**src/sv/tftp_receive_packet_checker_core_macros.svh**
```systemverilog
// ----------------------------------------------------------------------------
// TFTP receive packet checker: assertion macros
// Concurrent assertion wrappers on clk_i / rst_ni; empty under SYNTH.
// ----------------------------------------------------------------------------
`ifndef TFTP_RECEIVE_PACKET_CHECKER_CORE_MACROS_SVH
`define TFTP_RECEIVE_PACKET_CHECKER_CORE_MACROS_SVH

`ifndef SYNTH
// same-cycle or implication property, disabled during reset
`define TRPC_ASSERT(label, prop, msg) \
  label: assert property (@(posedge clk_i) disable iff (!rst_ni) prop) \
    else $error(msg);
// antecedent in one cycle, consequent in the next
`define TRPC_ASSERT_NEXT(label, pre, post, msg) \
  label: assert property (@(posedge clk_i) disable iff (!rst_ni) pre |=> post) \
    else $error(msg);
`else
`define TRPC_ASSERT(label, prop, msg)
`define TRPC_ASSERT_NEXT(label, pre, post, msg)
`endif

`endif

```
**src/sv/tftp_rpc_pkg.sv**
```systemverilog
// ----------------------------------------------------------------------------
// TFTP receive packet checker: package
// Verdict and parser phase codes, protocol constants and the per-packet
// parser status passed to the verdict logic.
// ----------------------------------------------------------------------------
package tftp_rpc_pkg;

  typedef enum logic [3:0] {
    V_OK          = 4'd0,
    V_COMPLETE    = 4'd1,
    V_DUPLICATE   = 4'd2,
    V_OUT_OF_ORD  = 4'd3,
    V_CAPACITY    = 4'd4,
    V_MALFORMED   = 4'd5,
    V_UNSUP_OPT   = 4'd6,
    V_REMOTE_ERR  = 4'd7,
    V_INVALID     = 4'd8
  } verdict_e;

  typedef enum logic [3:0] {
    PH_NAME  = 4'b0001,
    PH_VALUE = 4'b0010,
    PH_DONE  = 4'b0100,
    PH_EXTRA = 4'b1000
  } phase_e;

  localparam logic [15:0] OP_DATA  = 16'd3;
  localparam logic [15:0] OP_ERROR = 16'd5;
  localparam logic [15:0] OP_OACK  = 16'd6;

  localparam logic [10:0] BLK_MIN = 11'd512;
  localparam logic [10:0] BLK_MAX = 11'd1468;

  localparam logic [1:0] CFG_REQ_BLK = 2'd0;
  localparam logic [1:0] CFG_BUDGET  = 2'd1;

  // option name length; name_len saturates one above it
  localparam logic [3:0] OPT_LEN     = 4'd7;
  localparam logic [3:0] OPT_LEN_SAT = 4'd8;
  // most value digits; digit count saturates one above it
  localparam logic [2:0] DIG_MAX     = 3'd5;
  localparam logic [2:0] DIG_SAT     = 3'd6;

  typedef struct packed {
    logic [15:0] pos;        // byte position before this byte
    logic [15:0] opcode;
    logic [15:0] block;
    phase_e      phase;
    logic [3:0]  name_len;
    logic        name_match;
    logic [15:0] dig_val;
    logic [2:0]  dig_cnt;
    logic        val_ok;
  } pkt_info_t;

  // lower-case "blksize"
  function automatic logic [7:0] opt_char(input logic [2:0] idx);
    logic [7:0] c;
    case (idx)
      3'd0:    c = 8'h62;
      3'd1:    c = 8'h6C;
      3'd2:    c = 8'h6B;
      3'd3:    c = 8'h73;
      3'd4:    c = 8'h69;
      3'd5:    c = 8'h7A;
      3'd6:    c = 8'h65;
      default: c = 8'h00;
    endcase
    return c;
  endfunction

endpackage

```
**src/sv/tftp_rpc_parse.sv**
```systemverilog
// ----------------------------------------------------------------------------
// TFTP receive packet checker: byte parser
// Tracks position, opcode and block fields and the single-option parse of
// the current packet; presents the status including the current word, except pos.
// ----------------------------------------------------------------------------
module tftp_rpc_parse (
  input  logic                   clk_i,
  input  logic                   rst_ni,
  input  logic                   restart_i,
  input  logic                   byte_en_i,
  input  logic [7:0]             packet_byte_i,
  input  logic                   last_byte_i,
  output tftp_rpc_pkg::pkt_info_t info_o
);
  import tftp_rpc_pkg::*;

  logic [15:0] pos_q, pos_d;
  logic [15:0] opcode_q, opcode_d;
  logic [15:0] block_q, block_d;
  phase_e      phase_q, phase_d;
  logic [3:0]  name_len_q, name_len_d;
  logic        name_match_q, name_match_d;
  logic [15:0] dig_val_q, dig_val_d;
  logic [2:0]  dig_cnt_q, dig_cnt_d;
  logic        val_ok_q, val_ok_d;

  logic [7:0]  lc;
  logic [3:0]  digit;
  logic [19:0] acc;

  always_comb begin
    pos_d        = (pos_q == 16'hFFFF) ? pos_q : pos_q + 16'd1;
    opcode_d     = opcode_q;
    block_d      = block_q;
    phase_d      = phase_q;
    name_len_d   = name_len_q;
    name_match_d = name_match_q;
    dig_val_d    = dig_val_q;
    dig_cnt_d    = dig_cnt_q;
    val_ok_d     = val_ok_q;
    lc           = (packet_byte_i >= 8'h41 && packet_byte_i <= 8'h5A) ?
                   packet_byte_i + 8'd32 : packet_byte_i;
    digit        = packet_byte_i[3:0];
    acc          = {dig_val_q, 3'b000} + {3'b000, dig_val_q, 1'b0} + {16'd0, digit};

    if (pos_q == 16'd0) begin
      opcode_d = {packet_byte_i, 8'h00};
    end else if (pos_q == 16'd1) begin
      opcode_d = {opcode_q[15:8], packet_byte_i};
    end else begin
      if (pos_q == 16'd2) begin
        block_d = {packet_byte_i, 8'h00};
      end else if (pos_q == 16'd3) begin
        block_d = {block_q[15:8], packet_byte_i};
      end
      case (phase_q)
        PH_NAME: begin
          if (packet_byte_i == 8'h00) begin
            phase_d = PH_VALUE;
          end else begin
            if (name_len_q < OPT_LEN) begin
              if (lc != opt_char(name_len_q[2:0])) name_match_d = 1'b0;
            end else begin
              name_match_d = 1'b0;
            end
            if (name_len_q != OPT_LEN_SAT) name_len_d = name_len_q + 4'd1;
          end
        end
        PH_VALUE: begin
          if (packet_byte_i == 8'h00) begin
            phase_d = PH_DONE;
          end else begin
            if (packet_byte_i < 8'h30 || packet_byte_i > 8'h39) begin
              val_ok_d = 1'b0;
            end else if (val_ok_q) begin
              if (acc > 20'd65535) val_ok_d = 1'b0;
              else dig_val_d = acc[15:0];
            end
            if (dig_cnt_q != DIG_SAT) dig_cnt_d = dig_cnt_q + 3'd1;
          end
        end
        default: begin
          phase_d = PH_EXTRA;
        end
      endcase
    end
  end

  always_comb begin
    info_o.pos        = pos_q;
    info_o.opcode     = opcode_d;
    info_o.block      = block_d;
    info_o.phase      = phase_d;
    info_o.name_len   = name_len_d;
    info_o.name_match = name_match_d;
    info_o.dig_val    = dig_val_d;
    info_o.dig_cnt    = dig_cnt_d;
    info_o.val_ok     = val_ok_d;
  end

  always_ff @(posedge clk_i or negedge rst_ni) begin
    if (!rst_ni) begin
      pos_q        <= '0;
      opcode_q     <= '0;
      block_q      <= '0;
      phase_q      <= PH_NAME;
      name_len_q   <= '0;
      name_match_q <= 1'b1;
      dig_val_q    <= '0;
      dig_cnt_q    <= '0;
      val_ok_q     <= 1'b1;
    end else if (restart_i || (byte_en_i && last_byte_i)) begin
      pos_q        <= '0;
      opcode_q     <= '0;
      block_q      <= '0;
      phase_q      <= PH_NAME;
      name_len_q   <= '0;
      name_match_q <= 1'b1;
      dig_val_q    <= '0;
      dig_cnt_q    <= '0;
      val_ok_q     <= 1'b1;
    end else if (byte_en_i) begin
      pos_q        <= pos_d;
      opcode_q     <= opcode_d;
      block_q      <= block_d;
      phase_q      <= phase_d;
      name_len_q   <= name_len_d;
      name_match_q <= name_match_d;
      dig_val_q    <= dig_val_d;
      dig_cnt_q    <= dig_cnt_d;
      val_ok_q     <= val_ok_d;
    end
  end

endmodule

```
**src/sv/tftp_receive_packet_checker_core.sv**
```systemverilog
// ----------------------------------------------------------------------------
// TFTP receive packet checker
// Takes one packet byte per cycle (one word per clock) and, on the word
// marked last, registers one verdict for the packet: the whole check of a
// byte sits between the parser state and the result register, so the input
// stays ready every cycle unless a verdict waits in the result register
// and is not being taken. The verdict appears the cycle after the last byte.
// A blksize or budget write restarts the transfer, dropping a partial packet.
// ----------------------------------------------------------------------------
`include "tftp_receive_packet_checker_core_macros.svh"

module tftp_receive_packet_checker_core (
  input  logic                      clk_i,
  input  logic                      rst_ni,
  input  logic                      cfg_we_i,
  input  logic [1:0]                cfg_idx_i,
  input  logic [31:0]               cfg_wdata_i,
  input  logic                      in_valid_i,
  output logic                      in_ready_o,
  input  logic [7:0]                packet_byte_i,
  input  logic                      last_byte_i,
  output logic                      out_valid_o,
  input  logic                      out_ready_i,
  output tftp_rpc_pkg::verdict_e    verdict_o,
  output logic                      payload_valid_o,
  output logic [10:0]               payload_length_o,
  output logic [15:0]               block_number_o
);
  import tftp_rpc_pkg::*;

  function automatic logic [10:0] clamp_blk(input logic [10:0] r);
    logic [10:0] c;
    c = r;
    if (r < BLK_MIN) c = BLK_MIN;
    if (r > BLK_MAX) c = BLK_MAX;
    return c;
  endfunction

  logic [10:0] req_blk_q;
  logic [31:0] budget_q;
  logic [15:0] next_blk_q;
  logic [10:0] active_q;
  logic        opts_done_q;
  logic        xfer_done_q;
  logic [31:0] bytes_q;
  logic [15:0] pkts_q;

  logic        out_valid_q;
  verdict_e    verdict_q, verdict_d;
  logic        pay_valid_q, pay_valid_d;
  logic [10:0] pay_len_q, pay_len_d;
  logic [15:0] blk_q, blk_d;

  logic        in_fire, res_fire, restart;
  logic [10:0] new_req;
  pkt_info_t   info;
  logic [16:0] data;
  logic [31:0] room;
  logic        oack_acc, data_acc;

  assign in_ready_o = !out_valid_q || out_ready_i;
  assign in_fire    = in_valid_i && in_ready_o;
  assign res_fire   = in_fire && last_byte_i;
  assign restart    = cfg_we_i && (cfg_idx_i == CFG_REQ_BLK || cfg_idx_i == CFG_BUDGET);
  assign new_req    = (cfg_idx_i == CFG_REQ_BLK) ? cfg_wdata_i[10:0] : req_blk_q;

  tftp_rpc_parse u_parse (
    .clk_i         (clk_i),
    .rst_ni        (rst_ni),
    .restart_i     (restart),
    .byte_en_i     (in_fire),
    .packet_byte_i (packet_byte_i),
    .last_byte_i   (last_byte_i),
    .info_o        (info)
  );

  assign data = {1'b0, info.pos} - 17'd3;
  assign room = budget_q - bytes_q;

  always_comb begin
    verdict_d   = V_MALFORMED;
    pay_valid_d = 1'b0;
    pay_len_d   = '0;
    blk_d       = '0;
    oack_acc    = 1'b0;
    data_acc    = 1'b0;
    if (xfer_done_q || info.pos == 16'd0 || pkts_q == 16'hFFFF) begin
      verdict_d = V_INVALID;
    end else if (info.pos == 16'hFFFF) begin
      verdict_d = V_MALFORMED;
    end else if (info.opcode == OP_OACK) begin
      if (opts_done_q || next_blk_q != 16'd1 || info.pos < 16'd5) begin
        verdict_d = V_MALFORMED;
      end else if (info.phase == PH_NAME || info.name_len != OPT_LEN ||
                   !info.name_match) begin
        verdict_d = V_UNSUP_OPT;
      end else if (info.phase != PH_DONE || info.dig_cnt == 3'd0 ||
                   info.dig_cnt > DIG_MAX || !info.val_ok ||
                   info.dig_val < {5'd0, BLK_MIN} || info.dig_val > {5'd0, BLK_MAX} ||
                   info.dig_val > {5'd0, active_q}) begin
        verdict_d = V_MALFORMED;
      end else begin
        verdict_d = V_OK;
        oack_acc  = 1'b1;
      end
    end else if (info.opcode == OP_ERROR) begin
      verdict_d = (info.pos >= 16'd4) ? V_REMOTE_ERR : V_MALFORMED;
    end else if (info.opcode != OP_DATA || info.pos < 16'd3) begin
      verdict_d = V_MALFORMED;
    end else begin
      blk_d = info.block;
      if (data > {6'd0, active_q}) begin
        verdict_d = V_MALFORMED;
      end else if (next_blk_q > 16'd1 && info.block == next_blk_q - 16'd1) begin
        verdict_d = V_DUPLICATE;
      end else if (info.block != next_blk_q || next_blk_q == 16'hFFFF) begin
        verdict_d = V_OUT_OF_ORD;
      end else if ({15'd0, data} > room) begin
        verdict_d = V_CAPACITY;
      end else begin
        data_acc    = 1'b1;
        pay_valid_d = 1'b1;
        pay_len_d   = data[10:0];
        verdict_d   = (data[10:0] < active_q) ? V_COMPLETE : V_OK;
      end
    end
  end

  always_ff @(posedge clk_i or negedge rst_ni) begin
    if (!rst_ni) begin
      req_blk_q   <= BLK_MIN;
      budget_q    <= 32'hFFFF_FFFF;
      next_blk_q  <= 16'd1;
      active_q    <= BLK_MIN;
      opts_done_q <= 1'b0;
      xfer_done_q <= 1'b0;
      bytes_q     <= '0;
      pkts_q      <= '0;
    end else if (restart) begin
      if (cfg_idx_i == CFG_REQ_BLK) req_blk_q <= cfg_wdata_i[10:0];
      if (cfg_idx_i == CFG_BUDGET)  budget_q  <= cfg_wdata_i;
      next_blk_q  <= 16'd1;
      active_q    <= clamp_blk(new_req);
      opts_done_q <= 1'b0;
      xfer_done_q <= 1'b0;
      bytes_q     <= '0;
      pkts_q      <= '0;
    end else if (res_fire) begin
      if (oack_acc) begin
        active_q    <= info.dig_val[10:0];
        opts_done_q <= 1'b1;
        pkts_q      <= pkts_q + 16'd1;
      end
      if (data_acc) begin
        opts_done_q <= 1'b1;
        bytes_q     <= bytes_q + {15'd0, data};
        next_blk_q  <= next_blk_q + 16'd1;
        pkts_q      <= pkts_q + 16'd1;
        if (verdict_d == V_COMPLETE) xfer_done_q <= 1'b1;
      end
    end
  end

  always_ff @(posedge clk_i or negedge rst_ni) begin
    if (!rst_ni) begin
      out_valid_q <= 1'b0;
    end else if (res_fire && !restart) begin
      out_valid_q <= 1'b1;
    end else if (out_ready_i) begin
      out_valid_q <= 1'b0;
    end
  end

  always_ff @(posedge clk_i) begin
    if (res_fire) begin
      verdict_q   <= verdict_d;
      pay_valid_q <= pay_valid_d;
      pay_len_q   <= pay_len_d;
      blk_q       <= blk_d;
    end
  end

  assign out_valid_o      = out_valid_q;
  assign verdict_o        = verdict_q;
  assign payload_valid_o  = pay_valid_q;
  assign payload_length_o = pay_len_q;
  assign block_number_o   = blk_q;

  `TRPC_ASSERT(a_pay_verdict, out_valid_q && pay_valid_q |-> (verdict_q == V_OK || verdict_q == V_COMPLETE), "payload flagged on a rejected packet")
  `TRPC_ASSERT(a_pay_len_zero, out_valid_q && !pay_valid_q |-> pay_len_q == 11'd0, "payload length without payload")
  `TRPC_ASSERT(a_active_range, active_q >= BLK_MIN && active_q <= BLK_MAX, "active block size out of range")
  `TRPC_ASSERT(a_budget, bytes_q <= budget_q, "bytes received exceed budget")
  `TRPC_ASSERT_NEXT(a_done_invalid, res_fire && !restart && xfer_done_q, out_valid_q && verdict_q == V_INVALID, "packet after transfer end not invalid")

endmodule
```
**config.mk**
```make
export PLATFORM = sky130hd
export DESIGN_NAME = tftp_receive_packet_checker_core
export DESIGN_NICKNAME = d
export VERILOG_FILES = /design/src/sv/tftp_rpc_pkg.sv /design/src/sv/tftp_rpc_parse.sv /design/src/sv/tftp_receive_packet_checker_core.sv
export VERILOG_INCLUDE_DIRS = /design/src /design/src/sv
export SDC_FILE = /design/constraint.sdc
export NUM_CORES = 1
export LEC_CHECK = 0
export BUFFER_PORTS_ARGS = -buffer_cell sky130_fd_sc_hd__buf_2
export CAP_MARGIN = 20
export CORE_ASPECT_RATIO = 0.75
export CORE_MARGIN = 3
export CORE_UTILIZATION = 35
export CTS_CLUSTER_DIAMETER = 120
export DETAILED_ROUTE_END_ITERATION = 7
export MAX_ROUTING_LAYER = met4
export PLACE_DENSITY_LB_ADDON = 0.25
export SLEW_MARGIN = 40
export SYNTH_ARGS = -nofsm -noshare
export SYNTH_HDL_FRONTEND = slang
export SYNTH_SLANG_ARGS = --single-unit
```
**constraint.sdc**
```tcl
create_clock -name clk_i -period 9.5 [get_ports clk_i]
set_input_delay 1.9 -clock clk_i [delete_from_list [all_inputs] [get_ports clk_i]]
set_output_delay 1.9 -clock clk_i [all_outputs]
set_load 0.02 [all_outputs]
```
Word level (Yosys, flattened, before mapping)
Cells that the tools add are included.

word-level totals
  memory bits (read-only) = 0
  memory bits (writable) = 0
  flip-flop bits (word level) = 230
  latch bits = 0
  memories = 0
  input bits = 48

cells by class
  multiply operators = 0
  order comparisons = 19
  add/sub/neg operators = 12
  div/mod/pow operators = 0
  mux-type cells = 122
  equality and inequality tests = 29
  reductions and logical operators = 48
  shift-type cells = 0
  bitwise logic cells = 0

operator list
  cell                   count
  $mux 16                27
  $mux 32                3
  $mux 11                6
  $mux 4                 16
  $mux 8                 8
  $pmux 7 s7             1
  $add 16x1->16 const B  3
  $eq 16x16->1 const B   3
  $mux 3                 16
  $mux 1                 43
  $add 32x17->32         1
  $eq 16x2->1 const B    2
  $eq 16x3->1 const B    2
  $gt 17x32->1           1
  $sub 32x32->32         1
  $add 19x17->20         1
  $add 20x4->20          1
  $gt 20x16->1 const B   1
  $logic_or 1x1->1       18
  $gt 17x11->1           1
  $sub 16x2->17 const B  1
  $eq 16x1->1 const B    1
  $eq 16x16->1           1
  $ge 16x3->1 const B    1
  47 further kinds       71

Longest topological paths before layout
  depth in word-level cells = 26
  mapped depth = 27

Hierarchy
Synthesis repeated with hierarchy kept, for this count alone.

second synthesis, totals
  cell total of the unflattened synthesis = 2025
  area total of the unflattened synthesis = 17565.6 um^2

modules (own cells, without submodules)
  module                            cells each  times used  seq. area each (um^2)  area an instance (um^2)
  tftp_receive_packet_checker_core  1330        1           4032.6                 11763.8
  tftp_rpc_parse                    695         1           1930.6                 5801.8

Worst setup path after synthesis
OpenSTA, ideal clock, no wires.

  path kind = input-to-reg
  start point = input port packet_byte_i[3]
  end point = register pkts_q[15]
  arrival time = 7.968 ns
  path buffers = 2
  required time = 9.421 ns
  library setup time = 0.079 ns
  stages = 26
  slack = 1.453 ns
  cell sequence = fa_1 -> fa_1 -> a21oi_1 -> o21a_1 -> o31ai_1 -> a31oi_1 -> o21ai_1 -> mux2_2 -> nor3_2 -> clkbuf_1 -> mux2i_1 -> inv_1 -> ha_1 -> nor2b_1 -> o21a_1 -> o21a_1 -> o211ai_1 -> a21oi_1 -> o22ai_1 -> nand3_1 -> a2111o_1 -> or4_4 -> and2_1 -> buf_2 -> nor4_2 -> mux2i_1

between the ends
  word-level cells in the longest chain between the ends = 22
  elaborated cells on any way between the ends = 96
  those cells by class = 2 x add/sub; 9 x order compare; 9 x eq/ne; 57 x mux; 19 x reduce/logical

RTL lines
  element                                                 line                                     text
  start, declared                                         tftp_receive_packet_checker_core.sv:20   input logic [7:0] packet_byte_i,
  branches (longest 22 deep; another with $add 20x4->20)  --
  end signal, assigned                                    tftp_receive_packet_checker_core.sv:152  pkts_q <= pkts_q + 16'd1;
  end signal, assigned                                    tftp_receive_packet_checker_core.sv:158  pkts_q <= pkts_q + 16'd1;
  end, declared                                           tftp_receive_packet_checker_core.sv:46   logic [15:0] pkts_q;

Several ways; the timed one is not identified. The select of a mux whose other input is x is not followed.
A chain may end at the register's enable or synchronous reset.

Worst setup path in the final report
  start point = input port packet_byte_i[3]
  end point = register pkts_q[5]

The elaborated chain is that of the path after synthesis.

==> impl_metrics.json <==
{
  "outcome": "complete, no violations",
  "placed_area_um2": 18500,
  "cts_setup_buffers": 0,
  "setup_viol": 0,
  "path_max_fanout": 15,
  "yosysUniqueCellTypes": 90,
  "cts_root_buf": "clkbuf_16",
  "final_antenna_net_count": 0,
  "cts_tree": "built",
  "die_x_um": 264,
  "clockBufferDepth": 3,
  "num_vias": 15400,
  "required_ns": 9.98,
  "grt_overflow": 0,
  "vias_per_cell": 5.77,
  "antenna_found_initial": 0,
  "cts.hold.buffers_added": 0,
  "drt_iter0_markers": 1252,
  "drtPass1Iterations": 5,
  "ys.flop_type": "dfrtp_1",
  "yosys_warnings": 0,
  "clkLatencyLatePin_ns": 0.57,
  "h-tree-depth": 1,
  "clk_pin_slew_ns": 0.07,
  "route.met3.wl_um": 3000,
  "cp-end-kind": "register",
  "wl_per_cell_um": 19.6,
  "cts_resized": 0,
  "topRoutingLayerUsed": "met4",
  "fin_area_um2": 19500,
  "leakagePower_nw": 8.51,
  "yosysMostFrequentCell": "nand2_1",
  "dp.cells": 2625,
  "synth_top_cells_by_count": "nand2_1, nor2_1, dfrtp_1",
  "yosysTopAreaCell": "dfrtp_1",
  "async_flop_share_pct": 86.1,
  "fp.dieH_um": 199,
  "tns_ns": 0,
  "fin_crit_ns": 8.24,
  "dieArea_um2": 52600,
  "grt_pass1_wl_um": 83700,
  "synth_area_leaders": "dfrtp_1, ha_1, dfstp_2",
  "hold_viol_final": 0,
  "n_antenna_cell": 0,
  "drv_cap": 0,
  "cts_made_buffers": 27,
  "grt_pass1_vias": 14900,
  "dpl.hpwl_um": 39100,
  "start_util_pct": 35.6,
  "drive_gt1_share_pct": 13.7,
  "m1WireLength_um": 26000,
  "syn-num-nets": 2156,
  "drt-total-wl_um": 52300,
  "grt_start_max_net_pins": 77,
  "synth_edf_count": 32,
  "met2WireLength_um": 22500,
  "area_growth_pct": 11.5,
  "ys_seq_area_share_pct": 34.2,
  "power_density_nw_per_um2": 166,
  "slew_violations": 0,
  "syn_inst": 1969,
  "num_rows": 70,
  "post-route-period-util_pct": 86.7,
  "cts_sinks": 230,
  "crit_arrival_ns": 8.72,
  "tightest_slew_ns": 0.827,
  "startpoint_type": "input pin",
  "regToRegSetupSlack_ns": 2.43,
  "drc": 0,
  "min_path_type": "register to register",
  "fin_nets": 2193,
  "maxSlewHeadroom_pct": 44.3,
  "grt_use_total_pct": 20.2,
  "syn_area_um2": 17400,
  "final_cells": 2675,
  "io_pins": 82,
  "io_buffer_count": 81,
  "max_freq_mhz": 121,
  "synth_top_area_share_pct": 23.0,
  "synth_seq_cells": 230,
  "place.gp.congestion": 0.931,
  "total_power_mw": 3.22,
  "finClkSkew_ns": 0.0266,
  "crit_type": "input pin to register",
  "coreArea_um2": 49000,
  "ir_drop_v": 0.000126,
  "rsz0062_at_grt": "false",
  "syn_area_per_cell_um2": 8.86
}
final cells by class:
| type | count | area, µm² |
|---|---|---|
| Sequential cell | 230 | 5960 |
| Clock buffer | 31 | 754 |
| Inverter | 95 | 357 |
| Tap cell | 648 | 811 |
| Fill cell | 4923 | 29500 |
| Clock inverter | 19 | 221 |
| Multi-Input combinational cell | 1555 | 10800 |
| Timing Repair Buffer | 97 | 542 |
cell families (layout without fill, tap and decap cells):
family / Yosys count / in the layout / share of synthesized area, %
AND/OR/NAND/NOR: 712 / 712 / 20.5
AO/OA/AOI/OAI: 501 / 501 / 19.7
flip-flops: 230 / 230 / 34.2
buffers and inverters: 184 / 242 / 4.21
adder cells (fa/ha/maj): 139 / 139 / 10.1
XOR/XNOR: 112 / 112 / 5.62
multiplexers: 91 / 91 / 5.64
worst max-delay path, stage by stage:
cell and delay (ns):
buf_2 0.23, fa_1 0.65, fa_1 0.24, a21oi_1 0.11, o21a_1 0.21, o31ai_1 0.56, a31oi_1 0.24, o21ai_1 0.21
mux2_2 0.37, nor3_2 0.39, buf_4 0.31, mux2i_1 0.32, inv_1 0.08, ha_1 0.30, o21a_1 0.11, o21a_1 0.16
o211ai_1 0.15, a21oi_1 0.08, o22ai_1 0.24, nand3_1 0.11, a2111o_1 0.30, or4_4 0.53, and2_1 0.34, or4_1 0.51
nand2_1 0.08
placed cells by master, fill, tap and decap left out, types with 52 or more instances in the layout:
cell type	Yosys	routed
nor2_1	171	169
buf_2	14	80
xnor2_1	64	64
ha_1	135	135
dfrtp_1	160	160
inv_1	95	94
o21ai_0	71	71
nand3_1	52	52
a22o_1	55	55
a21oi_1	136	136
nand2_1	205	205
layer usage:
metal | track usage [%] | vias to the layer above
li1 | - | 7357
met1 | 29.4 | 7549
met2 | 30.6 | 469
met3 | 2.36 | 60
met4 | 3.49 | 0
met5 | - | -
worst paths after layout:
| check | startpoint | end | cells after the start |
|---|---|---|---|
| max | packet_byte_i[3] | pkts_q[5] | 25 |
| min | u_parse.val_ok_q | u_parse.val_ok_q | 2 |
| max reg2reg | u_parse.dig_val_q[2] | pkts_q[5] | 24 |
| min reg2reg | u_parse.val_ok_q | u_parse.val_ok_q | 2 |
| max in group asynchronous | rst_ni | pkts_q[13] | 2 |
| min in group asynchronous | rst_ni | u_parse.dig_val_q[7] | 1 |
metrics by stage:
step	hold slack (ns)	setup WS, ns	utilization (%)
2_1_floorplan	0.447	1.45	-
3_3_place_gp	0.481	0.947	37.7
3_5_place_dp	0.480	0.800	37.7
4_1_cts	0.490	1.36	39.7
5_1_grt	0.514	0.908	39.7
6_report	0.489	1.26	39.7
registers in the layout (all words and copies together) (netlist names):
register,count
u_parse.dig_cnt_q,3
next_blk_q,16
active_q,11
u_parse.pos_q,16
opts_done_q,1
u_parse.name_len_q,4
u_parse.val_ok_q,1
block_number_o,16
bytes_q,32
xfer_done_q,1
budget_q,32
u_parse.dig_val_q,16
out_valid_o,1
u_parse.phase_q,4
payload_length_o,11
verdict_o,4
req_blk_q,11
u_parse.block_q,16
u_parse.opcode_q,16
pkts_q,16
payload_valid_o,1
u_parse.name_match_q,1
power breakdown:
group | total, mW | switching [mW] | leakage (nW) | internal [mW]
registers | 1.14 | 0.0518 | 2.89 | 1.09
logic | 0.936 | 0.582 | 5.15 | 0.354
clock network | 1.15 | 0.462 | 0.472 | 0.685
Note: power is estimated with default switching activity, not from simulation.
